<file path="src/sv/kcl_pkg.sv">
// Shared constants, codes and types for the k-means cluster engine.
package kcl_pkg;

	localparam int KCL_MAX_POINT_COUNT   = 1024;
	localparam int KCL_MAX_DIMENSIONS    = 8;
	localparam int KCL_MAX_CLUSTER_COUNT = 16;

	localparam int COORD_W    = 16;
	localparam int MODE_W     = 3;
	localparam int ENTRY_W    = 10;
	localparam int DIMIDX_W   = 3;
	localparam int PC_W       = 11;
	localparam int CC_W       = 5;
	localparam int DC_W       = 4;
	localparam int IL_W       = 16;
	localparam int CFG_IDX_W  = 2;
	localparam int CFG_DATA_W = 16;

	localparam logic [MODE_W-1:0] MODE_LOAD_POINT  = 3'd0;
	localparam logic [MODE_W-1:0] MODE_LOAD_CENT   = 3'd1;
	localparam logic [MODE_W-1:0] MODE_RUN         = 3'd2;
	localparam logic [MODE_W-1:0] MODE_READ_ASSIGN = 3'd3;
	localparam logic [MODE_W-1:0] MODE_READ_CENT   = 3'd4;

	localparam logic [CFG_IDX_W-1:0] CFG_POINT_COUNT     = 2'd0;
	localparam logic [CFG_IDX_W-1:0] CFG_CLUSTER_COUNT   = 2'd1;
	localparam logic [CFG_IDX_W-1:0] CFG_DIMENSION_COUNT = 2'd2;
	localparam logic [CFG_IDX_W-1:0] CFG_ITERATION_LIMIT = 2'd3;

	typedef struct packed {
		logic clr_sums;
		logic dist_v;
		logic dist_first;
		logic acc_en;
		logic cent_we;
	} kcl_ctl_t;

endpackage

</file>
<file path="src/sv/kcl_cell.sv">
// One cluster cell: centroid, distance pipeline, min-search link and running sums.
module kcl_cell import kcl_pkg::*; #(
	parameter int IDX               = 0,
	parameter int MAX_POINT_COUNT   = KCL_MAX_POINT_COUNT,
	parameter int MAX_DIMENSIONS    = KCL_MAX_DIMENSIONS,
	parameter int MAX_CLUSTER_COUNT = KCL_MAX_CLUSTER_COUNT,
	localparam int DIM_W  = (MAX_DIMENSIONS > 1) ? $clog2(MAX_DIMENSIONS) : 1,
	localparam int CI_W   = $clog2(MAX_CLUSTER_COUNT),
	localparam int NC_W   = $clog2(MAX_CLUSTER_COUNT + 1),
	localparam int SUM_W  = COORD_W + $clog2(MAX_POINT_COUNT) + 1,
	localparam int SZ_W   = $clog2(MAX_POINT_COUNT + 1),
	localparam int DIST_W = 2 * COORD_W + $clog2(MAX_DIMENSIONS)
) (
	input  logic                                     clk,
	input  logic                                     arst_n,
	input  kcl_ctl_t                                 ctl,
	input  logic [NC_W-1:0]                          nc,
	input  logic [DIM_W-1:0]                         dim,
	input  logic signed [COORD_W-1:0]                coord,
	input  logic [CI_W-1:0]                          win,
	input  logic [MAX_DIMENSIONS-1:0][COORD_W-1:0]   pbuf,
	input  logic [CI_W-1:0]                          wr_cell,
	input  logic signed [COORD_W-1:0]                wr_data,
	input  logic                                     prev_v,
	input  logic [DIST_W-1:0]                        prev_dist,
	input  logic [CI_W-1:0]                          prev_idx,
	output logic                                     next_v,
	output logic [DIST_W-1:0]                        next_dist,
	output logic [CI_W-1:0]                          next_idx,
	output logic signed [COORD_W-1:0]                cent_rd,
	output logic signed [SUM_W-1:0]                  sum_rd,
	output logic [SZ_W-1:0]                          size_rd
);

	logic signed [COORD_W-1:0] cent_q [MAX_DIMENSIONS];
	logic signed [SUM_W-1:0]   sum_q [MAX_DIMENSIONS];
	logic [SZ_W-1:0]           size_q;
	logic signed [COORD_W:0]   diff_s1;
	logic signed [2*COORD_W-1:0] diff_x;
	logic [2*COORD_W-1:0]      sq_s2;
	logic [DIST_W-1:0]         acc_q;
	logic                      v_s1, v_s2, first_s1, first_s2;
	logic                      next_v_q;
	logic [DIST_W-1:0]         next_dist_q;
	logic [CI_W-1:0]           next_idx_q;
	logic                      take;

	assign cent_rd = cent_q[dim];
	assign sum_rd  = sum_q[dim];
	assign size_rd = size_q;
	assign diff_x  = (2*COORD_W)'(diff_s1);

	assign take = (IDX == 0) || ((NC_W'(IDX) < nc) && (acc_q < prev_dist));

	always_ff @(posedge clk) begin
		if (ctl.cent_we && wr_cell == CI_W'(IDX))
			cent_q[dim] <= wr_data;
		if (ctl.clr_sums) begin
			size_q <= '0;
			for (int d = 0; d < MAX_DIMENSIONS; d++)
				sum_q[d] <= '0;
		end else if (ctl.acc_en && win == CI_W'(IDX)) begin
			size_q <= size_q + SZ_W'(1);
			for (int d = 0; d < MAX_DIMENSIONS; d++)
				sum_q[d] <= sum_q[d] + SUM_W'($signed(pbuf[d]));
		end
		diff_s1 <= {coord[COORD_W-1], coord} - {cent_q[dim][COORD_W-1], cent_q[dim]};
		sq_s2   <= diff_x * diff_x;
		if (v_s2)
			acc_q <= (first_s2 ? '0 : acc_q) + DIST_W'(sq_s2);
		next_dist_q <= take ? acc_q : prev_dist;
		next_idx_q  <= take ? CI_W'(IDX) : prev_idx;
	end

	always_ff @(posedge clk or negedge arst_n) begin
		if (!arst_n) begin
			v_s1     <= 1'b0;
			v_s2     <= 1'b0;
			first_s1 <= 1'b0;
			first_s2 <= 1'b0;
			next_v_q <= 1'b0;
		end else begin
			v_s1     <= ctl.dist_v;
			v_s2     <= v_s1;
			first_s1 <= ctl.dist_first;
			first_s2 <= first_s1;
			next_v_q <= prev_v;
		end
	end

	assign next_v    = next_v_q;
	assign next_dist = next_dist_q;
	assign next_idx  = next_idx_q;

endmodule

</file>
<file path="config.mk">
export PLATFORM = sky130hd
export DESIGN_NAME = kcl_cell
export DESIGN_NICKNAME = d
export VERILOG_FILES = /design/src/sv/kcl_pkg.sv /design/src/sv/kcl_cell.sv
export SDC_FILE = /design/constraint.sdc
export NUM_CORES = 2
export LEC_CHECK = 0
export BUFFER_PORTS_ARGS = -buffer_cell sky130_fd_sc_hd__buf_2
export CAP_MARGIN = 20
export CORE_ASPECT_RATIO = 1.75
export CORE_MARGIN = 2
export CORE_UTILIZATION = 32
export DETAILED_ROUTE_END_ITERATION = 16
export GPL_TIMING_DRIVEN = 0
export PLACE_DENSITY = 0.51
export SYNTH_ARGS = -nofsm -noshare
export SYNTH_HDL_FRONTEND = slang
export SYNTH_SLANG_ARGS = --single-unit
</file>
<file path="constraint.sdc">
create_clock -name clk -period 5.5 [get_ports clk]
set_input_delay 0.275 -clock clk [delete_from_list [all_inputs] [get_ports clk]]
set_output_delay 0.275 -clock clk [all_outputs]
set_load 0.005 [all_outputs]
</file>
* After elaboration in Yosys (flattened, before gate mapping)
Memories as Yosys holds them, arrays and structs flattened.
Index checks and enable logic that the tools add are counted.
** Storage, ports and cells
- Output and inout port bits :: 94
- Memory bits (read-only) :: 0
- Latch bits :: 0
- Flip-flop bits (word level) :: 135
- Memory bits (writable) :: 344
- Memories kept :: 2
- Input port bits :: 223
** Memory list
- sum_q :: words 8, bits a word 27, read ports 9, clocked after memory_dff 0, write ports 8, RTL line kcl_cell.sv:36 : logic signed [SUM_W-1:0] sum_q [MAX_DIMENSIONS];
- cent_q :: words 8, bits a word 16, read ports 1, clocked after memory_dff 0, write ports 1, RTL line kcl_cell.sv:35 : logic signed [COORD_W-1:0] cent_q [MAX_DIMENSIONS];
** Operators by class
- Shift-type cells :: 0
- Add/subtract/negate cells :: 11
- Magnitude comparators :: 0
- Divide/modulo/power cells :: 0
- Reductions and logical operators :: 4
- Eq/ne operators :: 0
- Multipliers :: 1
- Bitwise operators :: 8
- Muxes and demuxes :: 16
** Operators with widths (count)
- 27-bit by 16-bit adder with 27-bit output :: 8
- 27-bit 2-to-1 mux :: 8
- 35-bit by 32-bit adder with 35-bit output :: 1
- 35-bit 2-to-1 mux :: 1
- 17-bit by 17-bit multiplier with 32-bit output :: 1
- 16-bit by 16-bit subtractor with 17-bit output :: 1
- 11-bit by 1-bit adder with 11-bit output (second input constant) :: 1
- 4-bit logical NOT :: 2
- 1-bit OR :: 8
- 1-bit 2-to-1 mux :: 7
- 1-bit logical AND :: 2

* Longest topological paths before layout
- Word-level depth :: 6
- Gate-level depth with buffers :: 25

* Worst setup path after synthesis
OpenSTA, ideal clock, no wires.
- Path type :: reg2reg
- Start point :: register diff_s1[2]
- End point :: register sq_s2[31]
- Stages on the path, launching flop included :: 25
- Setup time :: 0.072 ns
- Data required time :: 5.428 ns
- Data arrival time :: 6.051 ns
- Clock period less this slack :: 6.123 ns
- Setup slack :: -0.623 ns
- Path buffers :: 3
- Path through :: dfxtp_1 > clkbuf_1 > clkbuf_1 > nand2_1 > fa_1 > inv_1 > fa_1 > inv_1 > fa_1 > inv_1 > fa_1 > fa_1 > inv_1 > fa_1 > inv_1 > ha_1 > and3_1 > clkbuf_1 > a211oi_1 > o21ai_1 > a311oi_2 > a21oi_1 > a211o_1 > a21oi_1 > xnor2_1
** Between the ends
- Cells in the longest elaborated chain, start to end :: 1
** RTL lines
- start, declared :: RTL line kcl_cell.sv:38 : logic signed [COORD_W:0] diff_s1;
- start signal, assigned :: RTL line kcl_cell.sv:67 : diff_s1 <= {coord[COORD_W-1], coord} - {cent_q[dim][COORD_W-1], cent_q[dim]};
- 17-bit by 17-bit multiplier with 32-bit output :: RTL line kcl_cell.sv:68 : sq_s2 <= diff_x * diff_x;
- end signal, assigned :: RTL line kcl_cell.sv:68
- end, declared :: RTL line kcl_cell.sv:40 : logic [2*COORD_W-1:0] sq_s2;
No other way between the ends.
A chain may end at the register's enable or synchronous reset.

* Worst setup path after layout
- Start point :: register diff_s1[6]
- End point :: register sq_s2[31]
Same word-level chain as after synthesis.

==> run metrics <==
I/O pin total=317; vias per cell=5.209; met3 track demand over resource=2.843%; CTS H-tree depth=2; clk sinks=478; commonest non-fill, non-tap cell in the layout=inv_1; Slew Limit Headroom=23.05%; HPWL after detailed placement=108500 um; synth unique cells=81; Layout area overhead=18.66%; routing usage on met2=41.21%; fillers=11.72k; Seq/Total Area, Yosys=35.31%; deepest clock path buffer count=3; Post-synth EDFFs=379; reg2reg start=diff_s1[6]; Die ar.=121400 sq um; Slew Limit Fails=0; CP Launch Point=diff_s1[6]; critical-path maximum fanout=10; Core ar.=118100 sq um; global route hottest layer=met2; WL/cell=23.39 um; dominant synthesized flop cell=edfxtp_1; crit path to=sq_s2[31]; CTS tree=done; outcome=complete, but fails checks; r2r endpoint=sq_s2[31]; CP Data Required Time=6010 ps; DRT iter0 DRCs=1811; Global Route Usage Sum=22.03%; CTS root buf=clkbuf_16; Crit. End Element=flip-flop; die height=459.4 um; unrepaired setup endpoints after global routing=yes; Reg2Reg Setup Slack=-640 ps; Hold WC Path Type=input port to async pin; Critical Path AT=6650 ps; min cycle time layout=6142 ps; synthesized cell area=37920 sq um; Initial Util=32.12%; share of cells above drive strength 1=14.47%; Nets=5005; Setup Viol. Count Final=11; first-pass GRT wire length=196600 um; reg2reg path depth=25; detailed-route via count=29.97k; Remaining Overflow, GRT=0; DRT Pass-1 Iters=5; Period Utilization, post-route=111.7%; critical path startpoint category=flip-flop; port buffer count=265; Worst Slack Setup Final=-641.7 ps; gpl congestion=0.9448; max cap viols=0; Post-synth ARST share=1.046%; largest net degree at the start of global routing=57; fmax=162.8 MHz; Tightest Pin Transition=1154 ps; Hold Vio Cnt, Final=0; Multi-input gate area=22940 sq um; WS Path Type=flip-flop to flip-flop; DRC errors left=0; Total Wirelength=134600 um; Reg clk slew, reported paths=70 ps; FF/Latch Area=13440 sq um; Setup WS pre-CTS=-1448 ps; syn_area_per_cell=10.14 sq um; synthesis-stage register bit count=478; synth warn=0; clk_lat worst skew=680 ps; Setup Skew=83.00 ps; most frequent cells in the layout=inv_1 (445), edfxtp_1 (379), ha_1 (330), nor2_1 (308), buf_2 (268); post-route ant nets=0; M1 GR Usage=20.85%; FP Rows=167; Post-Synthesis Cells=3740; CTS Buf Count=52; vias in the first global route=31.83k; Die Span X=264.2 um; initial antenna violation count=22; failing checks=setup timing
-- synth_stat cells, types with 5 or more instances --
cell | count | area (sq um)
inv_1 | 461 | 1730
edfxtp_1 | 379 | 11380
ha_1 | 343 | 4292
nor2_1 | 310 | 1164
fa_1 | 264 | 5285
a21oi_1 | 213 | 1066
nand2_1 | 192 | 720.7
a22oi_1 | 172 | 1291
o21ai_0 | 139 | 695.7
xnor2_1 | 133 | 1165
xor2_1 | 115 | 1007
a21o_1 | 108 | 810.8
dfxtp_1 | 94 | 1882
clkbuf_1 | 83 | 311.6
nor3_1 | 82 | 410.4
nor2b_1 | 80 | 500.5
and2_1 | 65 | 406.6
o21a_1 | 54 | 405.4
nand2b_1 | 48 | 300.3
nand4_1 | 41 | 256.5
nand3_1 | 36 | 180.2
and3_1 | 26 | 162.7
o21bai_1 | 26 | 195.2
a211oi_1 | 25 | 187.7
a31oi_1 | 17 | 106.4
and4_1 | 17 | 148.9
or3_1 | 17 | 106.4
a21boi_0 | 15 | 112.6
nor3b_1 | 15 | 112.6
nor4_1 | 13 | 81.33
o31ai_1 | 12 | 90.09
or2_2 | 10 | 62.56
o211ai_1 | 9 | 67.56
o41ai_1 | 9 | 78.83
a2111oi_0 | 8 | 70.07
buf_1 | 7 | 26.28
o21ai_1 | 6 | 30.03
o31a_1 | 6 | 52.55
and2b_2 | 5 | 43.79
dfrtp_1 | 5 | 125.1
mux2i_1 | 5 | 50.05
-- worst min path at each step --
stage | startpoint | to | slack, ps | cells after the start
6_report | arst_n | first_s2 | 60 | 2
5_1_grt | arst_n | first_s2 | 60 | 2
4_1_cts | arst_n | next_v | 10 | 2
3_5_place_dp | arst_n | first_s2 | 100 | 1
3_3_place_gp | arst_n | first_s2 | 90 | 1
2_1_floorplan | arst_n | first_s1 | -20 | 0
-- area by class of cell --
type | count | share of cell area [%]
Multi-Input combinational cell | 2710 | 50.99
Sequential cell | 478 | 29.88
Timing Repair Buffer | 380 | 5.548
Tap cell | 1521 | 4.230
Inverter | 461 | 3.863
Clock buffer | 60 | 2.959
Buffer | 92 | 1.454
Clock inverter | 35 | 0.9928
Antenna cell | 16 | 0.08899
-- logic make-up after synthesis --
| group | Yosys count | share of synthesized area (%) |
|---|---|---|
| muxes | 7 | 0.1914 |
| DFF | 478 | 35.31 |
| xor gates and xnor gates | 248 | 5.729 |
| AOI/OAI and AO/OA | 868 | 15.23 |
| adders and majority gates | 607 | 25.26 |
| other | 1 | 0.009891 |
| and+or+nand+nor | 976 | 12.74 |
| buffers and inverters | 555 | 5.534 |
-- what timing repair did --
item / 4_1_cts / 5_1_grt
hold buffers: 36 / 0
gates resized for setup: 96 / 57
endpoints found under the setup margin: 21 / 16
endpoints found under the hold margin: 152 / 0
pin swaps: 35 / 50
buffers inserted: 42 / 15
-- through the flow --
stage	cells	util, %	hold slack [ps]	TNS (ps)	instance area, sq um
4_1_cts	5722	37.81	14.61	-5384	44640
2_1_floorplan	3743	-	-20.59	-284.2	38200
3_3_place_gp	5529	35.09	94.92	-359510	41430
6_report	5753	38.11	58.31	-4283	44990
3_5_place_dp	5551	35.40	99.07	-19890	41790
5_1_grt	5744	38.09	64.94	-6699	44970
-- worst max-delay path, stage by stage, from the launching register on --
cell and delay [ps]:
dfxtp_4 390, clkbuf_8 210, nand2_1 90, fa_2 570, inv_2 50, fa_1 520, inv_2 50, fa_1 500
inv_1 50, fa_2 420, fa_1 490, inv_1 50, fa_1 480, inv_2 40, ha_4 150, a21o_1 180
a21o_1 190, a21oi_2 200, o21ai_1 90, and2_1 140, a311oi_2 220, buf_4 160, a21oi_4 70, a211o_1 350
a21oi_2 150, xnor2_1 150
-- sequential cells by signal, summed over array words and instances (netlist names) --
signal and cells:
sum_q 216, acc_q 35, v_s2 1, first_s2 1, first_s1 1, size_rd 11
next_v 1, v_s1 1, diff_s1 17, next_dist 35, cent_q 128, sq_s2 31
-- per-layer routing --
metal  routed length, um  part of all wire (%)
met1               44620                    33
met2               70170                    52
met3                5587                   4.2
met4               14110                    10
met5                  70                 0.052
Power is left out: the tool's default activity adds up to more than one toggle a clock period on the data nets, which glitch-free logic cannot reach.
