## src/sv/kcl_pkg.sv

```systemverilog
// Shared constants, codes and types for the k-means cluster engine.
package kcl_pkg;

	localparam int KCL_MAX_POINT_COUNT   = 1024;
	localparam int KCL_MAX_DIMENSIONS    = 8;
	localparam int KCL_MAX_CLUSTER_COUNT = 16;

	localparam int COORD_W    = 16;
	localparam int MODE_W     = 3;
	localparam int ENTRY_W    = 10;
	localparam int DIMIDX_W   = 3;
	localparam int PC_W       = 11;
	localparam int CC_W       = 5;
	localparam int DC_W       = 4;
	localparam int IL_W       = 16;
	localparam int CFG_IDX_W  = 2;
	localparam int CFG_DATA_W = 16;

	localparam logic [MODE_W-1:0] MODE_LOAD_POINT  = 3'd0;
	localparam logic [MODE_W-1:0] MODE_LOAD_CENT   = 3'd1;
	localparam logic [MODE_W-1:0] MODE_RUN         = 3'd2;
	localparam logic [MODE_W-1:0] MODE_READ_ASSIGN = 3'd3;
	localparam logic [MODE_W-1:0] MODE_READ_CENT   = 3'd4;

	localparam logic [CFG_IDX_W-1:0] CFG_POINT_COUNT     = 2'd0;
	localparam logic [CFG_IDX_W-1:0] CFG_CLUSTER_COUNT   = 2'd1;
	localparam logic [CFG_IDX_W-1:0] CFG_DIMENSION_COUNT = 2'd2;
	localparam logic [CFG_IDX_W-1:0] CFG_ITERATION_LIMIT = 2'd3;

	typedef struct packed {
		logic clr_sums;
		logic dist_v;
		logic dist_first;
		logic acc_en;
		logic cent_we;
	} kcl_ctl_t;

endpackage

```

## src/sv/kcl_div.sv

```systemverilog
// Bit-serial signed-by-unsigned divider, quotient truncated toward zero.
module kcl_div import kcl_pkg::*; #(
	parameter int NUM_W = 27,
	parameter int DEN_W = 11
) (
	input  logic                       clk,
	input  logic                       arst_n,
	input  logic                       start,
	input  logic signed [NUM_W-1:0]    num,
	input  logic [DEN_W-1:0]           den,
	output logic                       done,
	output logic signed [COORD_W-1:0]  quo
);

	localparam int CNT_W = $clog2(NUM_W + 1);

	logic [CNT_W-1:0] cnt_q;
	logic [NUM_W-1:0] mag_q;
	logic [DEN_W:0]   rem_q;
	logic             neg_q;
	logic             done_q;
	logic [DEN_W:0]   trial;
	logic             fits;

	assign trial = {rem_q[DEN_W-1:0], mag_q[NUM_W-1]};
	assign fits  = trial >= {1'b0, den};

	always_ff @(posedge clk) begin
		if (start) begin
			mag_q <= num[NUM_W-1] ? NUM_W'(-num) : NUM_W'(num);
			rem_q <= '0;
			neg_q <= num[NUM_W-1];
		end else if (cnt_q != '0) begin
			mag_q <= {mag_q[NUM_W-2:0], fits};
			rem_q <= fits ? trial - {1'b0, den} : trial;
		end
	end

	always_ff @(posedge clk or negedge arst_n) begin
		if (!arst_n) begin
			cnt_q  <= '0;
			done_q <= 1'b0;
		end else begin
			done_q <= (cnt_q == CNT_W'(1));
			if (start)
				cnt_q <= CNT_W'(NUM_W);
			else if (cnt_q != '0)
				cnt_q <= cnt_q - CNT_W'(1);
		end
	end

	assign done = done_q;
	assign quo  = neg_q ? -$signed(mag_q[COORD_W-1:0]) : $signed(mag_q[COORD_W-1:0]);

endmodule

```

## config.mk

```make
export PLATFORM = sky130hd
export DESIGN_NAME = kcl_div
export DESIGN_NICKNAME = d
export VERILOG_FILES = /design/src/sv/kcl_pkg.sv /design/src/sv/kcl_div.sv
export SDC_FILE = /design/constraint.sdc
export NUM_CORES = 1
export LEC_CHECK = 0
export BUFFER_PORTS_ARGS = -buffer_cell sky130_fd_sc_hd__buf_2
export CORE_MARGIN = 4
export CORE_UTILIZATION = 35
export DETAILED_ROUTE_END_ITERATION = 16
export GPL_ROUTABILITY_DRIVEN = 1
export HOLD_SLACK_MARGIN = 0.03
export MAX_ROUTING_LAYER = met4
export SETUP_SLACK_MARGIN = 0.05
export SLEW_MARGIN = 20
export SYNTH_ARGS = -nofsm -noshare
export SYNTH_HDL_FRONTEND = slang
export SYNTH_SLANG_ARGS = --single-unit
export TNS_END_PERCENT = 1
```

## constraint.sdc

```tcl
create_clock -name clk -period 2.6 [get_ports clk]
set_input_delay 0.52 -clock clk [delete_from_list [all_inputs] [get_ports clk]]
set_output_delay 0.52 -clock clk [all_outputs]
set_load 0.005 [all_outputs]
```

## Word level (Yosys, flattened, before mapping)

Index checks and enable logic that the tools add are counted.

| storage, ports and cells | value |
|---|---|
| register bits | 45 |
| latch bits | 0 |
| memory bits (writable) | 0 |
| bits in read-only memories | 0 |
| logic and storage cells | 20 |
| memories | 0 |

| operators by class | value |
|---|---|
| add/subtract/negate cells | 4 |
| $mul | 0 |
| divide/modulo/power cells | 0 |
| order comparisons | 1 |
| equal/unequal tests | 1 |
| shift operators | 0 |
| mux-type cells | 7 |
| bitwise operators | 0 |
| reductions and logical operators | 2 |

Operators with widths:

| operator | number |
|---|---|
| $mux W27 | 3 |
| $neg A27 Y27 | 1 |
| $mux W16 | 1 |
| $neg A16 Y16 | 1 |
| $ge A12 B11 Y1 | 1 |
| $mux W11 | 1 |
| $sub A11 B11 Y11 | 1 |
| $mux W5 | 2 |
| $eq A5 B1 Y1 const B | 1 |
| $reduce_bool A5 Y1 | 1 |
| $sub A5 B1 Y5 const B | 1 |
| $reduce_bool A2 Y1 | 1 |

## Longest topological paths before layout

Gate-level depths: netlist of run 1.

| depth | value |
|---|---|
| depth after elaboration | 3 |
| depth in mapped cells | 10 |
| mapped depth without buffers | 9 |

## Least setup slack after synthesis of run 1

OpenSTA, ideal clock, no wires.

| timing path | value |
|---|---|
| kind | input to register |
| start | in den[7] |
| end | reg rem_q[1] |
| arrival | 2261 ps |
| slack | 244 ps |
| stages on the path | 8 |
| buffers on the path | 0 |
| cells stage by stage | inv_1 ha_1 nand2_1 or2_2 nor4_2 a21oi_2 or4_1 o311ai_1 |

| on the way | value |
|---|---|
| word-level cells in the longest chain between the ends | 2 |

Ends and longest elaborated chain:

| what | RTL line | text |
|---|---|---|
| start: declaration | kcl_div.sv:10 | `input logic [DEN_W-1:0] den,` |
| $ge A12 B11 Y1 | kcl_div.sv:26 | `assign fits = trial >= {1'b0, den};` |
| $mux W11 | kcl_div.sv:35 | `rem_q <= fits ? trial - {1'b0, den} : trial;` |
| end signal: assignment | kcl_div.sv:35 |  |
| end: declaration | kcl_div.sv:19 | `logic [DEN_W:0] rem_q;` |

Every way passes these cells.
A chain may end at the register's enable or synchronous reset.

## Final worst setup path of run 1

| timing path | value |
|---|---|
| start | reg mag_q[1] |
| end | out quo[15] |

| on the way | value |
|---|---|
| word-level cells in the longest chain between the ends | 2 |

Ends and longest elaborated chain:

| what | RTL line | text |
|---|---|---|
| start: declaration | kcl_div.sv:18 | `logic [NUM_W-1:0] mag_q;` |
| start signal: assignment | kcl_div.sv:30 | `mag_q <= num[NUM_W-1] ? NUM_W'(-num) : NUM_W'(num);` |
| start signal: assignment | kcl_div.sv:34 | `mag_q <= {mag_q[NUM_W-2:0], fits};` |
| $neg A16 Y16 | kcl_div.sv:53 | `assign quo = neg_q ? -$signed(mag_q[COORD_W-1:0]) : $signed(mag_q[COORD_W-1:0]);` |
| $mux W16 | kcl_div.sv:53 |  |
| end: declaration | kcl_div.sv:12 | `output logic signed [COORD_W-1:0] quo` |

Every way passes these cells.

==> reports/qor.yml, run 1 <==
setup_path:
  end_kind: "output port"
  crit_required_ns: 2.08
  crit_path_start_kind: "flop"
  critPathArrivalTime_ns: 2.23
  critPathKind: "flop to output port"
  cp_max_fo: 4
  slowest_delay_ns: 0.44
  slowest_stage: "or4_4"
  path_cells: "inv_2 > nand2_2 > or4_4 > or3_4 > o31ai_4 > buf_6 > xnor2_2 > buf_2"
layout:
  nets: 506
  layout_commonest_cell: "buf_2"
  drive_gt1_share_pct: 28.5
  layout_common_cells: "buf_2, nor2_1, edfxtp_1"
  post-route-util_pct: 44.4
  area_growth_syn_to_layout_pct: 23.0
  num_antenna_cells: 0
sta:
  period_needed_ns: 2.75
  clock.fmax_mhz: 364
  grt_setup_unrepaired: "yes"
  fin_ws_ns: -0.149
  fin_crit_sh_pct: 106
  finalHoldViolations: 0
  tns_ns: -0.386
  worst_pin_slew_ns: 0.778
  skew_ns: 0.00742
  finalSetupViolCount: 4
  slew_headroom_pct: 48.1
  slew_viol_final: 0
detailed_routing:
  drt-total-wl_um: 7840
  routedWlPerCell_um: 13.6
  ant_nets: 0
  remaining_drc_errors: 0
  dr.pass1.iters: 4
  drt_iter0_markers: 149
  vias: 2934
  viasPerCell: 5.08
power:
  irDropWorstVdd_mv: 0.302
  power_leakage_nw: 1.71
  power_density_mw_per_mm2: 667
clocking:
  cts_tree: "yes"
  clockBufferDepth: 2
  cts_buffers: 5
  path_clk_slew_ns: 0.09
  clk_latency_ns: 0.30
  clkSinkCount: 45
  cts_htree_levels: 2
  ctsRootBufferMaster: "clkbuf_8"
synth:
  synth.area.top_cells: "edfxtp_1, dfxtp_1, xnor2_1"
  synth_edf_count: 28
  synth_top_cell_by_area: "edfxtp_1"
  netlist_area_mm2: 0.00335
  synth_warnings: 0
  yosys_register_bits: 45
  synthDistinctLibCells: 51
  synth.top_cell.area_share_pct: 25.1
  avgSynthCellArea_um2: 9.09
  syn_inst: 369
  synthFlopType: "edfxtp_1"
  synth_nets: 427
  ys_async_sr_fraction_pct: 13.3
  yosysSeqAreaShare_pct: 36.1
floorplanning:
  rows: 35
  fp.dieW_um: 106
  coreArea_mm2: 0.00928
  die-area_mm2: 0.0112
  ios: 58
  die_h_um: 106
  start_util_pct: 36.1
placement:
  io_buffers: 57
  gp_congestion: 0.848
  detailed_place_hpwl_um: 6060
global_route:
  grt_first_pass_wirelength_um: 13300
  grt_pass1_vias: 2814
  grt_max_degree: 42
  antenna_found_initial: 0
  grt_usage_pct: 14.5
  grt-ovfl-total: 0
status:
  status: "complete, but fails checks"
  violations: "negative setup slack"
run:
  cap_violations: 0
min_path:
  worstHoldPathType: "flop to flop"
==> per-stage QoR <==
stage	setup slack (ns)	cells	hold WS, ns	cell area [um^2]	total power, mW
6_report	-0.149	578	0.495	4130	2.75
5_1_grt	-0.254	578	0.530	4130	2.99
4_1_cts	-0.156	577	0.500	4100	2.75
3_5_place_dp	0.0366	568	0.356	3950	2.30
3_3_place_gp	0.0787	568	0.355	3950	2.27
2_1_floorplan	0.244	369	0.224	3350	1.87
==> synthesized netlist by cell type (all sizes together), types with 3 or more instances <==
cell,instances
o311ai,3
edfxtp,28
clkbuf,13
nor2,36
o21a,4
a21oi,26
or4,8
nor3,10
or3,5
o21ai,25
nand2,24
and2,3
nand2b,6
dfrtp,6
mux2,11
mux2i,9
xor2,20
a211oi,8
o41ai,8
inv,23
nor4,5
dfxtp,11
nand3,3
o31ai,8
xnor2,23
ha,16
==> routing by layer <==
layer | GRT usage (%) | up-vias | routed length (um)
met3 | 1.76 | 4 | 252
met4 | 2.41 | 0 | 52
met2 | 23.3 | 51 | 3680
met1 | 20.1 | 1378 | 3850
li1 | - | 1501 | -
met5 | - | - | 0
==> final timing paths <==
check	start	endpoint	slack (ns)	depth (start not counted)
min in group asynchronous	arst_n	cnt_q[3]$_DFFE_PN0P_	0.57	2
min reg2reg	cnt_q[4]$_DFFE_PN0P_	cnt_q[4]$_DFFE_PN0P_	0.50	1
max reg2reg	mag_q[26]$_DFFE_PP_	rem_q[1]$_SDFFE_PP0P_	0.29	9
max	mag_q[1]$_DFFE_PP_	quo[15]	-0.15	8
max in group asynchronous	arst_n	cnt_q[2]$_DFFE_PN0P_	1.88	2
min	cnt_q[4]$_DFFE_PN0P_	cnt_q[4]$_DFFE_PN0P_	0.50	1
==> timing repair <==
item	CTS	global route
setup buffers	0	1
hold endpoints to repair	6	0
resized for setup	13	5
hold buffers	1	0
gates cloned	0	0
endpoints found under the setup margin	6	6
pin swaps	4	1
==> state kept, by name, indices dropped and copies added (netlist names) <==
signal	flops
rem_q	11
done	1
mag_q	27
cnt_q	5
neg_q	1
==> where the power goes <==
part           internal [mW]  switching, mW  total (mW)
combinational          0.635          0.639        1.27
sequential             0.913          0.132        1.05
clock                  0.187          0.245       0.432
==> critical path, delay by kind of cell (launching register included) <==
family,cells,cell delay [ns]
AND/OR/NAND/NOR,3,0.87
flip-flops,1,0.41
buffers and inverters,3,0.36
AO/OA/AOI/OAI,1,0.19
XOR/XNOR,1,0.10
==> final cells by class <==
| class | instances | area (um^2) |
|---|---|---|
| Clock buffer | 5 | 68.8 |
| Clock inverter | 3 | 16.3 |
| Fill cell | 929 | 5160 |
| Inverter | 23 | 86.3 |
| Multi-Input combinational cell | 286 | 2060 |
| Sequential cell | 45 | 1210 |
| Tap cell | 129 | 161 |
| Timing Repair Buffer | 87 | 520 |
==> logic make-up after synthesis <==
| family | synth area share [%] |
|---|---|
| buffers and inverters | 4.48 |
| DFF | 36.1 |
| xor gates and xnor gates | 11.2 |
| adders and majority gates | 6.56 |
| and+or+nand+nor | 17.0 |
| AOI/OAI and AO/OA | 18.2 |
| muxes | 6.38 |
Power figures use the tool's default switching activity.
==> run 2: changes to the inputs <==
clock period = 3.23 ns   (was 2.6 ns; I/O delays follow)
==> run 2 against run 1 <==
Net effect: wire length shrank 5.3%; the run now ends clean; power down 24%; non-clock buffer count down 28; register-to-register slack better by 0.58 ns.
==> reports/qor.yml, run 2 (same netlist as run 1, synthesis figures left out) <==
power:
  p_switching_uw: 766  # -25%
  power_density_mw_per_mm2: 540  # -19%
  seq_power_share_pct: 40.4  # +2.4 points
  comb_power_share_pct: 42.6  # -3.7 points
  power_leakage_nw: 1.56  # -8.6%
  pwr-share-clk_pct: 17.0  # +1.3 points
  p_int_mw: 1.32  # -24%
  swShare_pct: 36.7  # -0.28 points
  irDropWorstVdd_mv: 0.300  # -0.81%
sta:
  finalSetupViolCount: 0  # -4
  tns_ns: 0  # +0.386 ns
  skew_ns: 0.00774  # +0.000313 ns
  slew_viol_final: 0  # unchanged
  slew_headroom_pct: 60.0  # +12 points
  worst_pin_slew_ns: 0.599  # -0.179 ns
  fin_crit_sh_pct: 92.9
  finalHoldViolations: 0  # unchanged
  period_needed_ns: 3.00
  clock.fmax_mhz: 333
  grt_setup_unrepaired: "no"
detailed_routing:
  dr.pass1.iters: 4  # unchanged
  top_layer_used: "met4"
  route.met3.wl_um: 367  # +46%
  routedWlPerCell_um: 13.5  # -0.27%
  vias: 2799  # -4.6%
  remaining_drc_errors: 0  # unchanged
  drt_iter0_markers: 125  # -16%
  viasPerCell: 5.10  # +0.44%
  ant_nets: 0  # unchanged
  met1_length_um: 3580  # -7.0%
  drt-total-wl_um: 7420  # -5.3%
  met2WireLength_um: 3400  # -7.5%
layout:
  post-route-util_pct: 41.6  # -2.8 points
  layout_commonest_cell: "buf_2"
  reg.largest.list: "mag_q (27), rem_q (11), cnt_q (5)"
  regMostFlops: "mag_q"
  nets: 478  # -5.5%
  num_antenna_cells: 0  # unchanged
  largest_register_ffs: 27  # unchanged
  drive_gt1_share_pct: 21.4  # -7.1 points
  layout_common_cells: "buf_2, nor2_1, edfxtp_1"
  area_growth_syn_to_layout_pct: 15.3
setup_path:
  end_kind: "output port"
  r2r_slack_ns: 0.87  # +0.58 ns
  critPathArrivalTime_ns: 2.35  # +0.12 ns
  r2r_start: "mag_q[26]$_DFFE_PP_"
  crit_path_start_kind: "flop"
  critPathKind: "flop to output port"
  reg2reg_to: "rem_q[1]$_SDFFE_PP0P_"
  rr_worst_depth: 9  # unchanged
  cp_max_fo: 3  # -1
  crit_required_ns: 2.58  # +0.50 ns
clocking:
  cts_tree: "yes"
  ctsRootBufferMaster: "clkbuf_8"
  path_clk_slew_ns: 0.08  # about the same
  clockBufferDepth: 2  # unchanged
  cts_buffers: 5  # unchanged
  cts_setup_buffers: 0  # unchanged
  clk_latency_ns: 0.30  # about the same
  cts_htree_levels: 2  # unchanged
  hold_buffers: 0  # -1
  clkSinkCount: 45  # unchanged
floorplanning:
  fp.dieW_um: 106  # unchanged
  rows: 35  # unchanged
  ios: 58  # unchanged
  start_util_pct: 36.1  # unchanged
  coreArea_mm2: 0.00928  # unchanged
  die-area_mm2: 0.0112  # unchanged
  die_h_um: 106  # unchanged
global_route:
  grt_pass1_vias: 2655  # -5.7%
  grt_first_pass_wirelength_um: 12500  # -6.4%
  grt_usage_pct: 13.7  # -0.78 points
  antenna_found_initial: 0  # unchanged
  grt-ovfl-total: 0  # unchanged
  grt_max_degree: 47  # +12%
min_path:
  worstHoldPathType: "input port to async pin"
placement:
  gp_congestion: 0.798  # -5.9%
  detailed_place_hpwl_um: 5670  # -6.4%
  io_buffers: 57  # unchanged
run:
  cap_violations: 0  # unchanged
status:
  status: "complete, no violations"
run 2: cell count changes in the layout (fill, tap and decap cells not counted), sizes merged:
cell,delta
buf,-27
clkbuf,+1
clkinv,-2
dlygate4sd3,-1
run 2: worst max-delay path by stage:
stage	slack, ns	start	endpoint
global placement	0.52	mag_q[0]$_DFFE_PP_	quo[15]
detailed placement	0.47	mag_q[0]$_DFFE_PP_	quo[15]
floorplan	0.75	den[7]	rem_q[1]$_SDFFE_PP0P_
global route	0.08	mag_q[0]$_DFFE_PP_	quo[15]
CTS	0.12	mag_q[0]$_DFFE_PP_	quo[15]
finish	0.23	mag_q[0]$_DFFE_PP_	quo[14]
run 2: area by class of cell:
| cell class | count | area [um^2] |
|---|---|---|
| inverters | 23 | 86.3 |
| fillers | 947 | 5420 |
| clock inverters | 1 | 6.26 |
| flip-flops and latches | 45 | 1210 |
| multi-input cells | 286 | 2010 |
| clock buffers | 6 | 82.6 |
| repair buffers | 59 | 313 |
| well taps | 129 | 161 |
run 2: what timing repair did:
action / in CTS / in global routing
gates resized for setup: 0 / 2
endpoints found under the hold margin: 0 / 0
endpoints found under the setup margin: 0 / 2
run 2: per-stage QoR:
step	instances	setup WS (ns)	total power, mW	area [um^2]	hold slack (ns)
after CTS	549	0.123	2.11	3850	0.153
after floorplan	369	0.748	1.50	3350	0.350
final	549	0.229	2.09	3870	0.153
after global routing	549	0.0848	2.27	3870	0.144
after global placement	542	0.515	1.73	3760	0.471
after detailed placement	542	0.467	1.74	3760	0.482
run 2: routing by layer:
metal | track usage, % | vias up
li1 | - | 1447
met1 | 18.7 | 1285
met2 | 20.9 | 61
met3 | 2.79 | 6
met4 | 3.79 | 0
met5 | - | -
run 2: power groups by stage:
stage | Sequential [mW] | Combinational (mW) | Clock (mW)
after floorplan | 0.814 | 0.688 | 0
after global placement | 0.852 | 0.877 | 0
after detailed placement | 0.854 | 0.891 | 0
after CTS | 0.842 | 0.894 | 0.371
after global routing | 0.861 | 1.01 | 0.401
final | 0.843 | 0.890 | 0.355
run 2: critical path, cell delays in order, from the launching register on:
cell	delay (ns)
edfxtp_1	0.43
inv_1	0.10
ha_1	0.16
nand2_1	0.06
or2_2	0.29
or3_1	0.40
o21ai_0	0.27
xnor2_1	0.19
buf_2	0.16
==> run 3: changes to the inputs <==
CORE_UTILIZATION = 51   (was 35)
MAX_ROUTING_LAYER = not set   (was met4)
PLACE_DENSITY = 0.74   (was not set)
==> run 3 against run 2 <==
Net effect: register-to-register slack got worse by 0.04 ns; maximum frequency shrank 0.83%; setup slack got worse by 0.025 ns; sequential share of layout area up 0.60 points; final cell count down 8.9%; final area down 1.9%; critical path type unchanged; largest cell class unchanged; highest routed layer unchanged.
==> reports/qor.yml, run 3 (same netlist as run 1, synthesis figures left out) <==
layout:
  drive_gt1_share_pct: 21.7  # +0.32 points
  fin_cells: 500  # -8.9%
  largest_register_ffs: 27  # unchanged
  regMostFlops: "mag_q"
  post-route-util_pct: 59.4  # +18 points
  area_growth_syn_to_layout_pct: 13.1
  num-fill-cells: 570  # -40%
  nets: 480  # +0.42%
  layout_commonest_cell: "buf_2"
  num_antenna_cells: 0  # unchanged
  layout_common_cells: "buf_2, nor2_1, edfxtp_1"
  reg.largest.list: "mag_q (27), rem_q (11), cnt_q (5)"
clocking:
  cts_setup_buffers: 0  # unchanged
  cts_buffers: 5  # unchanged
  hold_buffers: 0  # unchanged
  ctsRootBufferMaster: "clkbuf_8"
  cts_tree: "yes"
  clkSinkCount: 45  # unchanged
  path_clk_slew_ns: 0.08  # about the same
  post_cts_resize_count: 0  # unchanged
  clk_latency_ns: 0.30  # about the same
  clockBufferDepth: 2  # unchanged
  cts_htree_levels: 2  # unchanged
floorplanning:
  die-area_mm2: 0.00794  # -29%
  fp.dieW_um: 89.1  # -16%
  rows: 29  # -17%
  start_util_pct: 52.5  # +16 points
  die_h_um: 89.1  # -16%
  coreArea_mm2: 0.00639  # -31%
  ios: 58  # unchanged
placement:
  detailed_place_hpwl_um: 5720  # +0.87%
  gp_congestion: 0.852  # +6.8%
  place_ws_ns: 0.439  # -0.0282 ns
  dpl.cell_count: 492  # -9.2%
  io_buffers: 57  # unchanged
sta:
  tns_ns: 0  # unchanged
  finalHoldViolations: 0  # unchanged
  fin_ws_ns: 0.204  # -0.0251 ns
  fin_crit_sh_pct: 93.7  # +0.78 points
  worst_pin_slew_ns: 0.613  # +0.0140 ns
  slew_viol_final: 0  # unchanged
  period_needed_ns: 3.03  # +0.0251 ns
  finalSetupViolCount: 0  # unchanged
  slew_headroom_pct: 59.1  # -0.93 points
  grt_setup_unrepaired: "no"
  clock.fmax_mhz: 330  # -0.83%
  skew_ns: 0.00522  # -0.00251 ns
power:
  p_int_mw: 1.30  # -1.5%
  power_density_mw_per_mm2: 549  # +1.7%
  swShare_pct: 37.5  # +0.80 points
  irDropWorstVdd_mv: 0.293  # -2.1%
  p_total_mw: 2.08  # -0.21%
  power_leakage_nw: 1.56  # -0.11%
  comb_power_share_pct: 43.1  # +0.5 points
  seq_power_share_pct: 40.2  # -0.2 points
  pwr-share-clk_pct: 16.7  # -0.3 points
  p_switching_uw: 781  # +2.0%
detailed_routing:
  drt_iter0_markers: 197  # +58%
  ant_nets: 0  # unchanged
  viasPerCell: 5.75  # +13%
  dr.pass1.iters: 4  # unchanged
  drt-total-wl_um: 7480  # +0.81%
  vias: 2873  # +2.6%
  remaining_drc_errors: 0  # unchanged
  routedWlPerCell_um: 15.0  # +11%
setup_path:
  critPathKind: "flop to output port"
  startpoint: "mag_q[0]$_DFFE_PP_"
  path_cells: "inv_1 > nand2_1 > or4_1 > or3_1 > o41ai_1 > xnor2_1 > buf_2"
  slowest_stage: "or4_1"
  cp_num_buf_inv: 2  # unchanged
  critPathArrivalTime_ns: 2.38  # +0.03 ns
  r2r_start: "mag_q[26]$_DFFE_PP_"
  slowest_delay_ns: 0.47  # +0.04 ns
  cp_max_fo: 4  # +1
  crit_required_ns: 2.58  # about the same
  critical-path-top-delay-family: "simple AND/OR/NAND/NOR gates"
  crit_path_start_kind: "flop"
  end_kind: "output port"
global_route:
  antenna_found_initial: 0  # unchanged
  grt-ovfl-total: 0  # unchanged
  grt_max_degree: 28  # -40%
  grt_first_pass_wirelength_um: 12800  # +2.7%
  grt_usage_pct: 20.0  # +6.2 points
  grt_pass1_vias: 2699  # +1.7%
run:
  cap_violations: 0  # unchanged
status:
  status: "complete, no violations"
min_path:
  worstHoldPathType: "input port to async pin"
[run 3: changes by cell type in the layout (fill, tap and decap cells not counted)]
cell / delta
buf_4: +3
clkinv_2: +2
buf_12: -1
clkbuf_8: -1
clkinvlp_4: +1
inv_4: -1
o41ai_1: +1
o41ai_2: -1
[run 3: routing by layer]
layer	up-vias	global-route usage, %	part of all wire, %
li1	1454	-	-
met1	1346	29.4	47
met2	69	31.4	47
met3	4	3.59	5.5
met4	0	2.71	0.45
met5	-	0	0
[run 3: through the flow]
step | cell area [um^2] | hold slack (ns)
detailed placement | 3700 | 0.483
CTS | 3790 | 0.164
finish | 3790 | 0.158
global route | 3790 | 0.160
global placement | 3700 | 0.473
floorplan | 3350 | 0.350
[run 3: power groups by stage]
stage	registers (mW)	logic (mW)	clock network [mW]
3_5_place_dp	0.850	0.893	0
3_3_place_gp	0.841	0.869	0
6_report	0.838	0.899	0.348
2_1_floorplan	0.814	0.688	0
4_1_cts	0.837	0.899	0.358
5_1_grt	0.854	1.02	0.381
[run 3: layout make-up]
class,instances,area [um^2],area share [%]
clock buffer,5,68.8,1.81
multi-input combinational,286,2000,52.7
timing repair buffer,61,315,8.31
sequential,45,1210,31.9
tap,77,96.3,2.54
inverter,23,86.3,2.28
clock inverter,3,17.5,0.462
[run 3: path summary, 6_finish.rpt]
path                                         end  slack (ns)  cells after the start
setup / recovery                         quo[13]        0.20                      7
hold / removal                    done$_DFF_PN0_        0.16                      1
setup reg to reg           rem_q[6]$_SDFFE_PP0P_        0.83                      9
hold reg to reg             cnt_q[4]$_DFFE_PN0P_        0.50                      1
max in group asynchronous   cnt_q[2]$_DFFE_PN0P_        2.93                      1
min in group clk            cnt_q[4]$_DFFE_PN0P_        0.50                      1
[run 3: worst reg2reg max path, cell delays in order (launching register included)]
cell      delay (ns)
edfxtp_1        0.37
inv_1           0.06
ha_1            0.20
fa_1            0.40
nor2b_1         0.18
o21ai_0         0.12
nand4b_1        0.16
a21o_1          0.39
o311ai_0        0.21
a211oi_1        0.23
